File: src/hdl/dsv_pkg.sv
// Shared types, constants and helper functions of the date string validator.
// No dependencies; all other files but the assertion header refer to it.
`timescale 1ns / 1ps

package dsv_pkg;

   localparam int VAL_W      = 31;
   localparam int CHAR_W     = 8;
   localparam int CNT_W      = 4;
   localparam int DAY_W      = 5;
   localparam int MOD_W      = 5;
   localparam int DIG_W      = 4;
   localparam int CSR_DATA_W = 32;
   localparam int CSR_ADDR_W = 3;
   localparam int CSR_IDX_W  = 1;
   localparam int PARTS      = 3;

   localparam logic [CNT_W-1:0]  CNT_MAX    = 4'd15;
   localparam logic [CNT_W-1:0]  CNT_DATE   = 4'd3;
   localparam logic [VAL_W-1:0]  DAY_LIMIT  = 31'd31;
   localparam logic [VAL_W-1:0]  MONTH_MAX  = 31'd12;
   localparam logic [VAL_W-1:0]  YEAR_MIN_RST = 31'd1900;
   localparam logic [VAL_W-1:0]  YEAR_MAX_RST = 31'd2100;
   localparam logic [MOD_W:0]    MOD_BASE   = 6'd25;
   localparam logic [DAY_W-1:0]  FEB_LEAP   = 5'd29;
   localparam logic [DIG_W-1:0]  FEB        = 4'd2;

   localparam logic [CHAR_W-1:0] CHAR_ZERO  = 8'h30;
   localparam logic [CHAR_W-1:0] CHAR_NINE  = 8'h39;
   localparam logic [CHAR_W-1:0] CHAR_SLASH = 8'h2F;
   localparam logic [CHAR_W-1:0] CHAR_DASH  = 8'h2D;
   localparam logic [CHAR_W-1:0] CHAR_DOT   = 8'h2E;

   localparam logic [DAY_W-1:0] MONTH_LEN [13] =
      '{5'd0, 5'd31, 5'd28, 5'd31, 5'd30, 5'd31, 5'd30,
        5'd31, 5'd31, 5'd30, 5'd31, 5'd30, 5'd31};

   typedef logic [VAL_W-1:0] val_type;

   typedef enum logic [2:0] {
      ERR_NONE       = 3'd0,
      ERR_PART_COUNT = 3'd1,
      ERR_MONTH      = 3'd2,
      ERR_DAY        = 3'd3,
      ERR_YEAR       = 3'd4
   } err_type;

   typedef enum logic [CSR_IDX_W-1:0] {
      CSR_YEAR_MIN = 1'b0,
      CSR_YEAR_MAX = 1'b1
   } csr_idx_type;

   // A stored part keeps its value and its residue modulo 25, which the
   // leap-year test needs for the century rules.
   typedef struct packed {
      val_type           value;
      logic [MOD_W-1:0]  mod25;
   } part_type;

   typedef struct packed {
      logic [CNT_W-1:0]        count;
      part_type [PARTS-1:0]    part;
   } parts_type;

   typedef struct packed {
      logic              is_valid;
      err_type           err;
      logic [CNT_W-1:0]  count;
      val_type           day;
      val_type           month;
      val_type           year;
      logic [DAY_W-1:0]  max_day;
   } result_type;

   // Residue of (10*r + dig) modulo 25 for r below 25. Since 10*r mod 25 only
   // depends on r mod 5, a five-entry mapping and one subtraction suffice.
   function automatic logic [MOD_W-1:0] mod25_step(logic [MOD_W-1:0] r,
                                                   logic [DIG_W-1:0] dig);
      logic [2:0]       q;
      logic [MOD_W-1:0] rm5;
      logic [MOD_W-1:0] tens;
      logic [MOD_W:0]   t;
      if (r >= 5'd20)      q = 3'd4;
      else if (r >= 5'd15) q = 3'd3;
      else if (r >= 5'd10) q = 3'd2;
      else if (r >= 5'd5)  q = 3'd1;
      else                 q = 3'd0;
      rm5 = r - ({2'b00, q} * 5'd5);
      unique case (rm5[2:0])
         3'd0:    tens = 5'd0;
         3'd1:    tens = 5'd10;
         3'd2:    tens = 5'd20;
         3'd3:    tens = 5'd5;
         3'd4:    tens = 5'd15;
         default: tens = 5'd0;
      endcase
      t = {1'b0, tens} + {2'b00, dig};
      if (t >= MOD_BASE) t = t - MOD_BASE;
      return t[MOD_W-1:0];
   endfunction

   // Month length for a month already known to lie in 1..12.
   function automatic logic [DAY_W-1:0] month_days(logic [DIG_W-1:0] m, logic leap);
      logic [DAY_W-1:0] len;
      len = (m <= 4'd12) ? MONTH_LEN[m] : '0;
      if (m == FEB && leap) len = FEB_LEAP;
      return len;
   endfunction

endpackage

File: src/hdl/dsv_if.sv
// Handshake channels of the date string validator: character input, verdict output.
// Depends on dsv_pkg for field widths and types.
`timescale 1ns / 1ps

interface dsv_req_if;
   logic                          valid;
   logic                          ready;
   logic [dsv_pkg::CHAR_W-1:0]    character;
   logic                          last_char;

   modport source (output valid, character, last_char, input ready);
   modport sink   (input valid, character, last_char, output ready);
endinterface

interface dsv_rsp_if;
   logic                          valid;
   logic                          ready;
   logic                          is_valid;
   logic [2:0]                    error_code;
   logic [dsv_pkg::CNT_W-1:0]     part_count;
   logic [dsv_pkg::VAL_W-1:0]     day_value;
   logic [dsv_pkg::VAL_W-1:0]     month_value;
   logic [dsv_pkg::VAL_W-1:0]     year_value;
   logic [dsv_pkg::DAY_W-1:0]     max_day;

   modport source (output valid, is_valid, error_code, part_count, day_value,
                   month_value, year_value, max_day, input ready);
   modport sink   (input valid, is_valid, error_code, part_count, day_value,
                   month_value, year_value, max_day, output ready);
endinterface

File: src/hdl/date_string_validator.sv
// Date string validator: one character per item, one verdict per string.
// Throughput one item per cycle while the part or result register has room;
// after the last character is accepted, the verdict passes the part register, then
// the result register. Synchronous active-high reset clears the parser and both
// valid flags and sets year_min to 1900 and year_max to 2100. Depends on dsv_pkg and dsv_if.
`timescale 1ns / 1ps

module date_string_validator (
   input  logic                             clock,
   input  logic                             reset,
   dsv_req_if.sink                          req_ch,
   dsv_rsp_if.source                        rsp_ch,
   input  logic                             psel,
   input  logic                             penable,
   input  logic                             pwrite,
   input  logic [dsv_pkg::CSR_ADDR_W-1:0]   paddr,
   input  logic [dsv_pkg::CSR_DATA_W-1:0]   pwdata,
   output logic [dsv_pkg::CSR_DATA_W-1:0]   prdata,
   output logic                             pready
);

   dsv_pkg::val_type      year_min_ff;
   dsv_pkg::val_type      year_max_ff;
   dsv_pkg::csr_idx_type  csr_idx;
   logic                  csr_wr;

   logic                  item_en;
   logic                  fin_valid;
   logic                  fin_pop;
   dsv_pkg::parts_type    fin;
   dsv_pkg::result_type   result_in;
   dsv_pkg::result_type   rsp_ff;
   logic                  rsp_valid_ff;

   // Configuration registers.
   assign pready  = 1'b1;
   assign csr_idx = dsv_pkg::csr_idx_type'(paddr[dsv_pkg::CSR_ADDR_W-1:2]);
   assign csr_wr  = psel && penable && pwrite && pready;

   always_ff @(posedge clock) begin
      if (reset) begin
         year_min_ff <= dsv_pkg::YEAR_MIN_RST;
         year_max_ff <= dsv_pkg::YEAR_MAX_RST;
      end else if (csr_wr) begin
         unique case (csr_idx)
            dsv_pkg::CSR_YEAR_MIN: year_min_ff <= pwdata[dsv_pkg::VAL_W-1:0];
            dsv_pkg::CSR_YEAR_MAX: year_max_ff <= pwdata[dsv_pkg::VAL_W-1:0];
         endcase
      end
   end

   always_comb begin
      unique case (csr_idx)
         dsv_pkg::CSR_YEAR_MIN: prdata = {1'b0, year_min_ff};
         dsv_pkg::CSR_YEAR_MAX: prdata = {1'b0, year_max_ff};
      endcase
   end

   // The part register drains into the result register whenever that is
   // empty or being read, so the input only stalls when both are full.
   assign fin_pop      = fin_valid && (!rsp_valid_ff || rsp_ch.ready);
   assign req_ch.ready = !fin_valid || fin_pop;
   assign item_en      = req_ch.valid && req_ch.ready;

   dsv_accum u_accum (
      .clock     (clock),
      .reset     (reset),
      .item_en   (item_en),
      .character (req_ch.character),
      .last_char (req_ch.last_char),
      .fin_pop   (fin_pop),
      .fin_valid (fin_valid),
      .fin       (fin)
   );

   dsv_check u_check (
      .fin      (fin),
      .year_min (year_min_ff),
      .year_max (year_max_ff),
      .result   (result_in)
   );

   always_ff @(posedge clock) begin
      if (fin_pop) begin
         rsp_ff <= result_in;
      end
   end

   always_ff @(posedge clock) begin
      if (reset) begin
         rsp_valid_ff <= 1'b0;
      end else if (fin_pop) begin
         rsp_valid_ff <= 1'b1;
      end else if (rsp_ch.ready) begin
         rsp_valid_ff <= 1'b0;
      end
   end

   assign rsp_ch.valid       = rsp_valid_ff;
   assign rsp_ch.is_valid    = rsp_ff.is_valid;
   assign rsp_ch.error_code  = rsp_ff.err;
   assign rsp_ch.part_count  = rsp_ff.count;
   assign rsp_ch.day_value   = rsp_ff.day;
   assign rsp_ch.month_value = rsp_ff.month;
   assign rsp_ch.year_value  = rsp_ff.year;
   assign rsp_ch.max_day     = rsp_ff.max_day;

endmodule

File: src/hdl/dsv_accum.sv
// Character parser: builds decimal parts, keeps the first three, and hands the
// finished part set of each string to the checker. Depends on dsv_pkg.
`timescale 1ns / 1ps

module dsv_accum (
   input  logic                        clock,
   input  logic                        reset,
   input  logic                        item_en,
   input  logic [dsv_pkg::CHAR_W-1:0]  character,
   input  logic                        last_char,
   input  logic                        fin_pop,
   output logic                        fin_valid,
   output dsv_pkg::parts_type          fin
);

   dsv_pkg::val_type               acc_ff, acc_a;
   logic [dsv_pkg::MOD_W-1:0]      mod_ff, mod_a;
   logic                           open_ff, open_a;
   logic                           ovf_ff, ovf_a;
   logic [dsv_pkg::CNT_W-1:0]      seen_ff, seen_a;
   dsv_pkg::part_type              store_ff [dsv_pkg::PARTS];
   dsv_pkg::part_type              store_in [dsv_pkg::PARTS];
   dsv_pkg::parts_type             fin_ff, fin_in;
   logic                           fin_valid_ff;

   logic                           is_digit;
   logic                           is_sep;
   logic                           close;
   logic                           keep;
   logic [dsv_pkg::DIG_W-1:0]      dig;
   logic [dsv_pkg::VAL_W+3:0]      wide;

   // The low nibble of an ASCII digit is its value.
   assign is_digit = (character >= dsv_pkg::CHAR_ZERO) && (character <= dsv_pkg::CHAR_NINE);
   assign is_sep   = (character == dsv_pkg::CHAR_SLASH) || (character == dsv_pkg::CHAR_DASH)
                  || (character == dsv_pkg::CHAR_DOT);
   assign dig      = character[dsv_pkg::DIG_W-1:0];
   assign wide     = {1'b0, acc_ff, 3'b000} + {3'b000, acc_ff, 1'b0}
                   + {{(dsv_pkg::VAL_W){1'b0}}, dig};

   // State after the digit of this item, if any.
   always_comb begin
      acc_a  = acc_ff;
      mod_a  = mod_ff;
      ovf_a  = ovf_ff;
      open_a = open_ff;
      if (is_digit) begin
         open_a = 1'b1;
         if (!ovf_ff) begin
            if (|wide[dsv_pkg::VAL_W+3:dsv_pkg::VAL_W]) begin
               ovf_a = 1'b1;
            end else begin
               acc_a = wide[dsv_pkg::VAL_W-1:0];
               mod_a = dsv_pkg::mod25_step(mod_ff, dig);
            end
         end
      end
   end

   // A separator or the last character closes the part; both never close twice
   // because a separator leaves nothing open.
   assign close  = is_sep || last_char;
   assign keep   = close && open_a && !ovf_a;
   assign seen_a = (keep && (seen_ff != dsv_pkg::CNT_MAX)) ? seen_ff + 4'd1 : seen_ff;

   always_comb begin
      for (int i = 0; i < dsv_pkg::PARTS; i++) begin
         store_in[i] = store_ff[i];
         if (keep && (seen_ff == dsv_pkg::CNT_W'(i))) begin
            store_in[i].value = acc_a;
            store_in[i].mod25 = mod_a;
         end
      end
      fin_in.count = seen_a;
      for (int i = 0; i < dsv_pkg::PARTS; i++) begin
         fin_in.part[i] = store_in[i];
      end
   end

   always_ff @(posedge clock) begin
      if (reset) begin
         acc_ff  <= '0;
         mod_ff  <= '0;
         open_ff <= 1'b0;
         ovf_ff  <= 1'b0;
         seen_ff <= '0;
      end else if (item_en) begin
         if (close) begin
            acc_ff  <= '0;
            mod_ff  <= '0;
            open_ff <= 1'b0;
            ovf_ff  <= 1'b0;
            seen_ff <= last_char ? '0 : seen_a;
         end else begin
            acc_ff  <= acc_a;
            mod_ff  <= mod_a;
            open_ff <= open_a;
            ovf_ff  <= ovf_a;
         end
      end
   end

   always_ff @(posedge clock) begin
      if (item_en) begin
         store_ff <= store_in;
      end
      if (item_en && last_char) begin
         fin_ff <= fin_in;
      end
   end

   always_ff @(posedge clock) begin
      if (reset) begin
         fin_valid_ff <= 1'b0;
      end else if (item_en && last_char) begin
         fin_valid_ff <= 1'b1;
      end else if (fin_pop) begin
         fin_valid_ff <= 1'b0;
      end
   end

   assign fin_valid = fin_valid_ff;
   assign fin       = fin_ff;

endmodule

File: src/hdl/dsv_check.sv
// Verdict logic: orders the three parts, runs the date checks and forms the result.
// Purely combinational; depends on dsv_pkg.
`timescale 1ns / 1ps

module dsv_check (
   input  dsv_pkg::parts_type  fin,
   input  dsv_pkg::val_type    year_min,
   input  dsv_pkg::val_type    year_max,
   output dsv_pkg::result_type result
);

   logic                       three;
   logic                       year_first;
   dsv_pkg::val_type           d, m, y;
   logic [dsv_pkg::MOD_W-1:0]  y_mod;
   logic                       month_ok;
   logic                       leap;
   logic [dsv_pkg::DAY_W-1:0]  mx;

   assign three      = (fin.count == dsv_pkg::CNT_DATE);
   assign year_first = (fin.part[0].value > dsv_pkg::DAY_LIMIT);
   assign d          = year_first ? fin.part[2].value : fin.part[0].value;
   assign m          = fin.part[1].value;
   assign y          = year_first ? fin.part[0].value : fin.part[2].value;
   assign y_mod      = year_first ? fin.part[0].mod25 : fin.part[2].mod25;
   assign month_ok   = (m >= 31'd1) && (m <= dsv_pkg::MONTH_MAX);

   // Divisible by 100 means divisible by 4 and by 25; by 400 means by 16 and 25.
   assign leap = ((y[1:0] == 2'b00) && (y_mod != '0)) || ((y[3:0] == 4'b0000) && (y_mod == '0));
   assign mx   = month_ok ? dsv_pkg::month_days(m[dsv_pkg::DIG_W-1:0], leap) : '0;

   always_comb begin
      result.count   = fin.count;
      result.day     = '0;
      result.month   = '0;
      result.year    = '0;
      result.max_day = '0;
      result.err     = dsv_pkg::ERR_NONE;
      if (!three) begin
         result.err = dsv_pkg::ERR_PART_COUNT;
      end else begin
         result.day     = d;
         result.month   = m;
         result.year    = y;
         result.max_day = mx;
         priority if (!month_ok) begin
            result.err = dsv_pkg::ERR_MONTH;
         end else if ((d == '0) || (d > {26'd0, mx})) begin
            result.err = dsv_pkg::ERR_DAY;
         end else if ((y < year_min) || (y > year_max)) begin
            result.err = dsv_pkg::ERR_YEAR;
         end else begin
            result.err = dsv_pkg::ERR_NONE;
         end
      end
      result.is_valid = (result.err == dsv_pkg::ERR_NONE);
   end

endmodule

File: src/flat_wrapper.sv
// flat-port wrapper written by rule: the top's interface ports become plain ports
module date_string_validator_flat 
  (clock, reset, psel, penable, pwrite, paddr, pwdata, prdata, pready, req_ch_valid, req_ch_character, req_ch_last_char, req_ch_ready, rsp_ch_valid, rsp_ch_is_valid, rsp_ch_error_code, rsp_ch_part_count, rsp_ch_day_value, rsp_ch_month_value, rsp_ch_year_value, rsp_ch_max_day, rsp_ch_ready);
  dsv_req_if req_ch_i ();
  dsv_rsp_if rsp_ch_i ();
  input  logic clock;
  input  logic reset;
  input  logic psel;
  input  logic penable;
  input  logic pwrite;
  input  logic [dsv_pkg::CSR_ADDR_W-1:0] paddr;
  input  logic [dsv_pkg::CSR_DATA_W-1:0] pwdata;
  output logic [dsv_pkg::CSR_DATA_W-1:0] prdata;
  output logic pready;
  input wire logic [$bits(req_ch_i.valid)-1:0] req_ch_valid;
  input wire logic [$bits(req_ch_i.character)-1:0] req_ch_character;
  input wire logic [$bits(req_ch_i.last_char)-1:0] req_ch_last_char;
  output wire logic [$bits(req_ch_i.ready)-1:0] req_ch_ready;
  output wire logic [$bits(rsp_ch_i.valid)-1:0] rsp_ch_valid;
  output wire logic [$bits(rsp_ch_i.is_valid)-1:0] rsp_ch_is_valid;
  output wire logic [$bits(rsp_ch_i.error_code)-1:0] rsp_ch_error_code;
  output wire logic [$bits(rsp_ch_i.part_count)-1:0] rsp_ch_part_count;
  output wire logic [$bits(rsp_ch_i.day_value)-1:0] rsp_ch_day_value;
  output wire logic [$bits(rsp_ch_i.month_value)-1:0] rsp_ch_month_value;
  output wire logic [$bits(rsp_ch_i.year_value)-1:0] rsp_ch_year_value;
  output wire logic [$bits(rsp_ch_i.max_day)-1:0] rsp_ch_max_day;
  input wire logic [$bits(rsp_ch_i.ready)-1:0] rsp_ch_ready;
  assign req_ch_i.valid = req_ch_valid;
  assign req_ch_i.character = req_ch_character;
  assign req_ch_i.last_char = req_ch_last_char;
  assign req_ch_ready = req_ch_i.ready;
  assign rsp_ch_valid = rsp_ch_i.valid;
  assign rsp_ch_is_valid = rsp_ch_i.is_valid;
  assign rsp_ch_error_code = rsp_ch_i.error_code;
  assign rsp_ch_part_count = rsp_ch_i.part_count;
  assign rsp_ch_day_value = rsp_ch_i.day_value;
  assign rsp_ch_month_value = rsp_ch_i.month_value;
  assign rsp_ch_year_value = rsp_ch_i.year_value;
  assign rsp_ch_max_day = rsp_ch_i.max_day;
  assign rsp_ch_i.ready = rsp_ch_ready;
  date_string_validator u_core (.clock(clock), .reset(reset), .req_ch(req_ch_i), .rsp_ch(rsp_ch_i), .psel(psel), .penable(penable), .pwrite(pwrite), .paddr(paddr), .pwdata(pwdata), .prdata(prdata), .pready(pready));
endmodule
File: config.mk
export PLATFORM = sky130hd
export DESIGN_NAME = date_string_validator_flat
export DESIGN_NICKNAME = d
export VERILOG_FILES = /design/src/hdl/dsv_pkg.sv /design/src/hdl/dsv_if.sv /design/src/hdl/date_string_validator.sv /design/src/hdl/dsv_accum.sv /design/src/hdl/dsv_check.sv /design/src/flat_wrapper.sv
export SDC_FILE = /design/constraint.sdc
export NUM_CORES = 1
export LEC_CHECK = 0
export CAP_MARGIN = 20
export CORE_MARGIN = 3
export CORE_UTILIZATION = 45
export CTS_CLUSTER_DIAMETER = 200
export DETAILED_ROUTE_END_ITERATION = 8
export DONT_BUFFER_PORTS = 1
export GPL_TIMING_DRIVEN = 0
export PLACE_DENSITY = 0.62
export SYNTH_ARGS = -nofsm -noshare
export SYNTH_HDL_FRONTEND = slang
export SYNTH_HIERARCHICAL = 1
export SYNTH_SLANG_ARGS = --single-unit
File: constraint.sdc
create_clock -name clock -period 15.5 [get_ports clock]
set_input_delay 3.1 -clock clock [delete_from_list [all_inputs] [get_ports clock]]
set_output_delay 3.1 -clock clock [all_outputs]
set_load 0.1 [all_outputs]
Word level (Yosys, flattened, before mapping) --
Memory sizes are Yosys's and may differ from the RTL's. Index checks and enable logic that the tools add are counted.
Storage, ports and cells: register bits 427, memory bits (read-only) 80, input bits 51, output and inout port bits 141, word-level logic and storage cells 154, memories 1
Memories:
- (no name shown) | depth 16, width 5, read ports 1, clocked after Yosys merged registers in 0, wr ports 0, RTL line dsv_pkg.sv:105 | len = (m <= 4'd12) ? MONTH_LEN[m] : '0;
Operators by class: $add $sub $neg 6, multiply operators 1, $lt $le $gt $ge 15, eq/ne operators 12, mux-type cells 48, bitwise gates (word level) 2, reductions and logical operators 41
Operator list (count):
- $mux W31 | 6
- $mux W36 | 3
- $mux W5 | 14
- $pmux W32 S2 | 1
- $add A34 B32 Y35 | 1
- $add A35 B4 Y35 | 1
- $ge A31 B1 Y1 const B | 1
- $gt A31 B31 Y1 | 1
- $gt A31 B5 Y1 | 1
- $gt A31 B5 Y1 const B | 1
- $le A31 B4 Y1 const B | 1
- $logic_not A31 Y1 | 1
- $lt A31 B31 Y1 | 1
- $eq A8 B6 Y1 const B | 3
- $mux W3 | 8
- $pmux W5 S4 | 1
- $logic_and A1 B1 Y1 | 16
- $eq A4 B2 Y1 const B | 3
- $mux W1 | 11
- $ge A5 B4 Y1 const B | 2
- $ge A5 B5 Y1 const B | 2
- $ge A8 B6 Y1 const B | 1
- $le A8 B6 Y1 const B | 1
- $logic_not A4 Y1 | 2
- 26 further kinds | 42

Depth between registers and ports, before layout --
depth after elaboration 22, mapped depth 25, gate-level depth less buffers 25

Modules after synthesis --
Netlist, hierarchy kept.
By module, submodules not included:
- dsv_accum | times used 1, cells an instance 926, area an instance 12828.6 um2, sequential area each 7467.2 um2
- date_string_validator | times used 1, cells an instance 397, area an instance 6221.0 um2, sequential area each 4444.3 um2
- dsv_check | times used 1, cells an instance 461, area an instance 3045.4 um2, sequential area each 0.0 um2

Worst setup path before layout --
OpenSTA, ideal clock, no wires.
path kind input to register, start input port rsp_ch_ready, end register u_core/u_accum/seen_ff[1] (netlist bit), setup time 0.116 ns, arrival time 14.713 ns, data required time 15.384 ns, path slack 0.670 ns, stages 7, buffers on the path 1, cell sequence nor2b_1 -> a21boi_0 -> clkbuf_1 -> and2_1 -> nor2_1 -> o311a_1 -> a41o_1
Between the ends: cells in the longest elaborated chain, start to end 5
RTL lines:
- start: declaration | RTL line flat_wrapper.sv:27 | input wire logic [$bits(rsp_ch_i.ready)-1:0] rsp_ch_ready;
- $logic_or A1 B1 Y1 | RTL line date_string_validator.sv:61 | assign fin_pop = fin_valid && (!rsp_valid_ff || rsp_ch.ready);
- $logic_and A1 B1 Y1 | RTL line date_string_validator.sv:61
- $logic_or A1 B1 Y1 | RTL line date_string_validator.sv:62 | assign req_ch.ready = !fin_valid || fin_pop;
- $logic_and A1 B1 Y1 | RTL line date_string_validator.sv:63 | assign item_en = req_ch.valid && req_ch.ready;
- via u_core.item_en | RTL line date_string_validator.sv:27 | logic item_en;
- $reduce_and A2 Y1 (no line)
- end signal: assignment | RTL line dsv_accum.sv:93 | seen_ff <= last_char ? '0 : seen_a;
- end: declaration | RTL line dsv_accum.sv:20 | logic [dsv_pkg::CNT_W-1:0] seen_ff, seen_a;
The timed path passes the listed nets, and every way through them passes these cells. A chain may end at the register's enable or synchronous reset.

Worst setup path in the final report --
start input port rsp_ch_ready, end output port req_ch_ready
Between the ends: cells in the longest elaborated chain, start to end 3
RTL lines:
- $logic_or A1 B1 Y1 | RTL line date_string_validator.sv:61
- $logic_and A1 B1 Y1 | RTL line date_string_validator.sv:61
- $logic_or A1 B1 Y1 | RTL line date_string_validator.sv:62
- end: declaration | RTL line flat_wrapper.sv:18 | output wire logic [$bits(req_ch_i.ready)-1:0] req_ch_ready;
No other way between the ends.

==> impl_metrics.json <==
{
  "total_leakage_power_nw": 9.37,
  "max_cap_viol_count": 0,
  "yosysWarningCount": 6,
  "critical_path_arrival_ns": 4.21,
  "final_cell_mix": "sky130_fd_sc_hd__edfxtp_1 (316), sky130_fd_sc_hd__ha_1 (138), sky130_fd_sc_hd__inv_1 (111)",
  "netlist_instances": 1769,
  "timing.critical_path.buf_inv": 0,
  "post_synthesis_instance_area_um2": 21700,
  "cts_setup_buffers": 0,
  "max_slew_margin_pct": 34.1,
  "layout_commonest_cell": "sky130_fd_sc_hd__edfxtp_1",
  "vias_per_cell": 5.64,
  "die-height_um": 226,
  "die_area_um2": 51000,
  "drt_pre_antenna_iters": 5,
  "route.final.wire_length_um": 53800,
  "core_region_area_um2": 47100,
  "maxClockFrequency_mhz": 137,
  "worstHoldPathType": "register to register",
  "worstHoldPathCells": 2,
  "timing.critical_path.to_type": "output pin",
  "critical-path-top-delay-family": "simple AND/OR/NAND/NOR gates",
  "io_buffer_count": 0,
  "finish.net_count": 2017,
  "critical-path-max-stage-delay_ns": 0.70,
  "clockBufferDepth": 3,
  "run_status": "finished clean",
  "cp.required_ns": 12.40,
  "avgSynthCellArea_um2": 12.3,
  "hold_path_startpoint": "u_core/u_accum/open_ff$_SDFFE_PP0P_",
  "timing.final.max_slew_violations": 0,
  "first_global_vias": 14000,
  "startpoint_of_the_worst_slack_reg_to_reg_timing_path": "u_core/u_accum/acc_ff[2]$_SDFFE_PP0P_",
  "finalCritPeriodShare_pct": 47.2,
  "tritoncts_num_sinks": 422,
  "cts_hold_buf": 0,
  "die-width_um": 226,
  "tritoncts": "done",
  "finalHoldViolations": 0,
  "hold_end": "u_core/u_accum/open_ff$_SDFFE_PP0P_",
  "cts_resized": 0,
  "crit_path_max_fanout": 4,
  "worst_skew_pair_latency_ns": 0.58,
  "drt_iter0_markers": 942,
  "ant_nets": 0,
  "number_of_nets_produced_by_synthesis": 1962,
  "cts.clk_slew.worst_paths_ns": 0.05,
  "final_util_pct": 51.1,
  "grt_pass1_wl_um": 81900,
  "final_area_um2": 24100,
  "vias": 13900,
  "cts_root_buf": "sky130_fd_sc_hd__clkbuf_16",
  "dp_slack_ns": 7.74,
  "cts_htree_levels": 2,
  "type_of_the_setup_path_with_the_least_slack": "input pin to output pin",
  "drt-wirelength-per-cell_um": 21.8,
  "time_the_final_worst_path_needs_with_i_o_delays_and_setup_ns": 7.31,
  "post_dp_cell_area_um2": 22700,
  "worst_max_slew_pin_slew_ns": 0.991,
  "drcViolationCount": 0,
  "p_per_area_nw_per_um2": 106,
  "setup_total_neg_slack_ns": 0,
  "r2r-end": "u_core/u_accum/fin[104]$_DFFE_PP_",
  "layout_cells_sized_above_1_pct": 11.1,
  "layout.filler_cells": 4070,
  "antennaDiodeCount": 0,
  "report.final.setup_viol": 0,
  "reg2regPathDepth": 13,
  "reg2reg_slack_ns": 10.49,
  "overflow": 0,
  "worstPathCellList": "nor2b_1 -> nand2_1",
  "synthToLayoutAreaGrowth_pct": 10.8,
  "vdd.ir_drop.worst_v": 0.0000680,
  "maximum_number_of_pins_on_one_net_before_global_route_repair": 44,
  "num_rows": 79,
  "number_of_antenna_violations_at_the_first_check_in_global_routing": 1,
  "worst_slack_ns": 8.19,
  "globalplace.congestion": 0.850,
  "cp-start-kind": "input pin",
  "total_power_consumption_of_the_routed_design_w": 0.00254,
  "global_route.usage.total_pct": 20.8,
  "hpwl_um": 40700,
  "numCtsBuffers": 44,
  "rsz0062_at_grt": "no",
  "floorplan.initialDensity_pct": 46.1,
  "worst_path_max_delay_cell": "sky130_fd_sc_hd__nand2_1",
  "pin_count": 192,
  "fin_worst_skew_ns": 0.0135
}
## routing by layer
metal  up-vias  global-route usage (%)  wire, um
met2       391                    35.1     25700
met5         -                       0         0
li1       6606                       -         -
met4         0                    6.46      1540
met1      6831                    27.4     23800
met3        84                    3.89      2730
## stage by stage
| stage | hold slack (ns) | std cells |
|---|---|---|
| floorplan | 0.432 | 1769 |
| global placement | 0.448 | 2376 |
| detailed placement | 0.465 | 2385 |
| CTS | 0.494 | 2467 |
| global route | 0.507 | 2467 |
| finish | 0.485 | 2467 |
## flip-flops by register name, summed over array words and instances (netlist names)
name / count
u_core/u_accum/seen_ff: 4
u_core/year_max_ff: 31
u_core/rsp_ch.max_day: 5
u_core/rsp_ch.part_count: 4
u_core/u_accum/store_ff: 103
u_core/u_accum/ovf_ff: 1
u_core/rsp_ch.error_code: 3
u_core/u_accum/open_ff: 1
u_core/u_accum/mod_ff: 5
u_core/u_accum/fin_valid: 1
u_core/year_min_ff: 31
u_core/rsp_ch.month_value: 31
u_core/u_accum/fin: 107
u_core/rsp_ch.valid: 1
u_core/u_accum/acc_ff: 31
u_core/rsp_ch.is_valid: 1
u_core/rsp_ch.day_value: 31
u_core/rsp_ch.year_value: 31
## worst max-delay path by stage
| stage | startpoint | to | slack, ns | cells past startpoint |
|---|---|---|---|---|
| 2_1_floorplan | rsp_ch_ready | u_core/u_accum/seen_ff[1]$_SDFFE_PP0P_ | 1.15 | 7 |
| 3_3_place_gp | rsp_ch_ready | u_core/u_accum/seen_ff[1]$_SDFFE_PP0P_ | -4.00 | 7 |
| 3_5_place_dp | req_ch_character[3] | u_core/u_accum/fin[104]$_DFFE_PP_ | 7.74 | 13 |
| 4_1_cts | rsp_ch_ready | req_ch_ready | 8.19 | 2 |
| 5_1_grt | req_ch_character[3] | u_core/u_accum/fin[101]$_DFFE_PP_ | 8.06 | 13 |
| 6_report | rsp_ch_ready | req_ch_ready | 8.19 | 2 |
## power by group
group / switching (W) / total, W / internal, W / leakage [nW]
clock network: 0.000441 / 0.00101 / 0.000574 / 0.658
registers: 0.000101 / 0.00137 / 0.00127 / 3.89
logic: 0.000106 / 0.000159 / 0.0000538 / 4.82
total: 0.000648 / 0.00254 / 0.00189 / 9.37
## area by class of cell
cell class,count,area (um2),share of cell area (%)
inverter,111,417,1.73
buffer,81,437,1.81
clock inverter,23,173,0.717
clock buffer,59,1190,4.94
multi-input combinational,1155,9300,38.6
sequential,422,11600,48.2
tap,607,759,3.15
timing repair buffer,9,195,0.811
No activity file was read; power rests on OpenSTA's default activity.
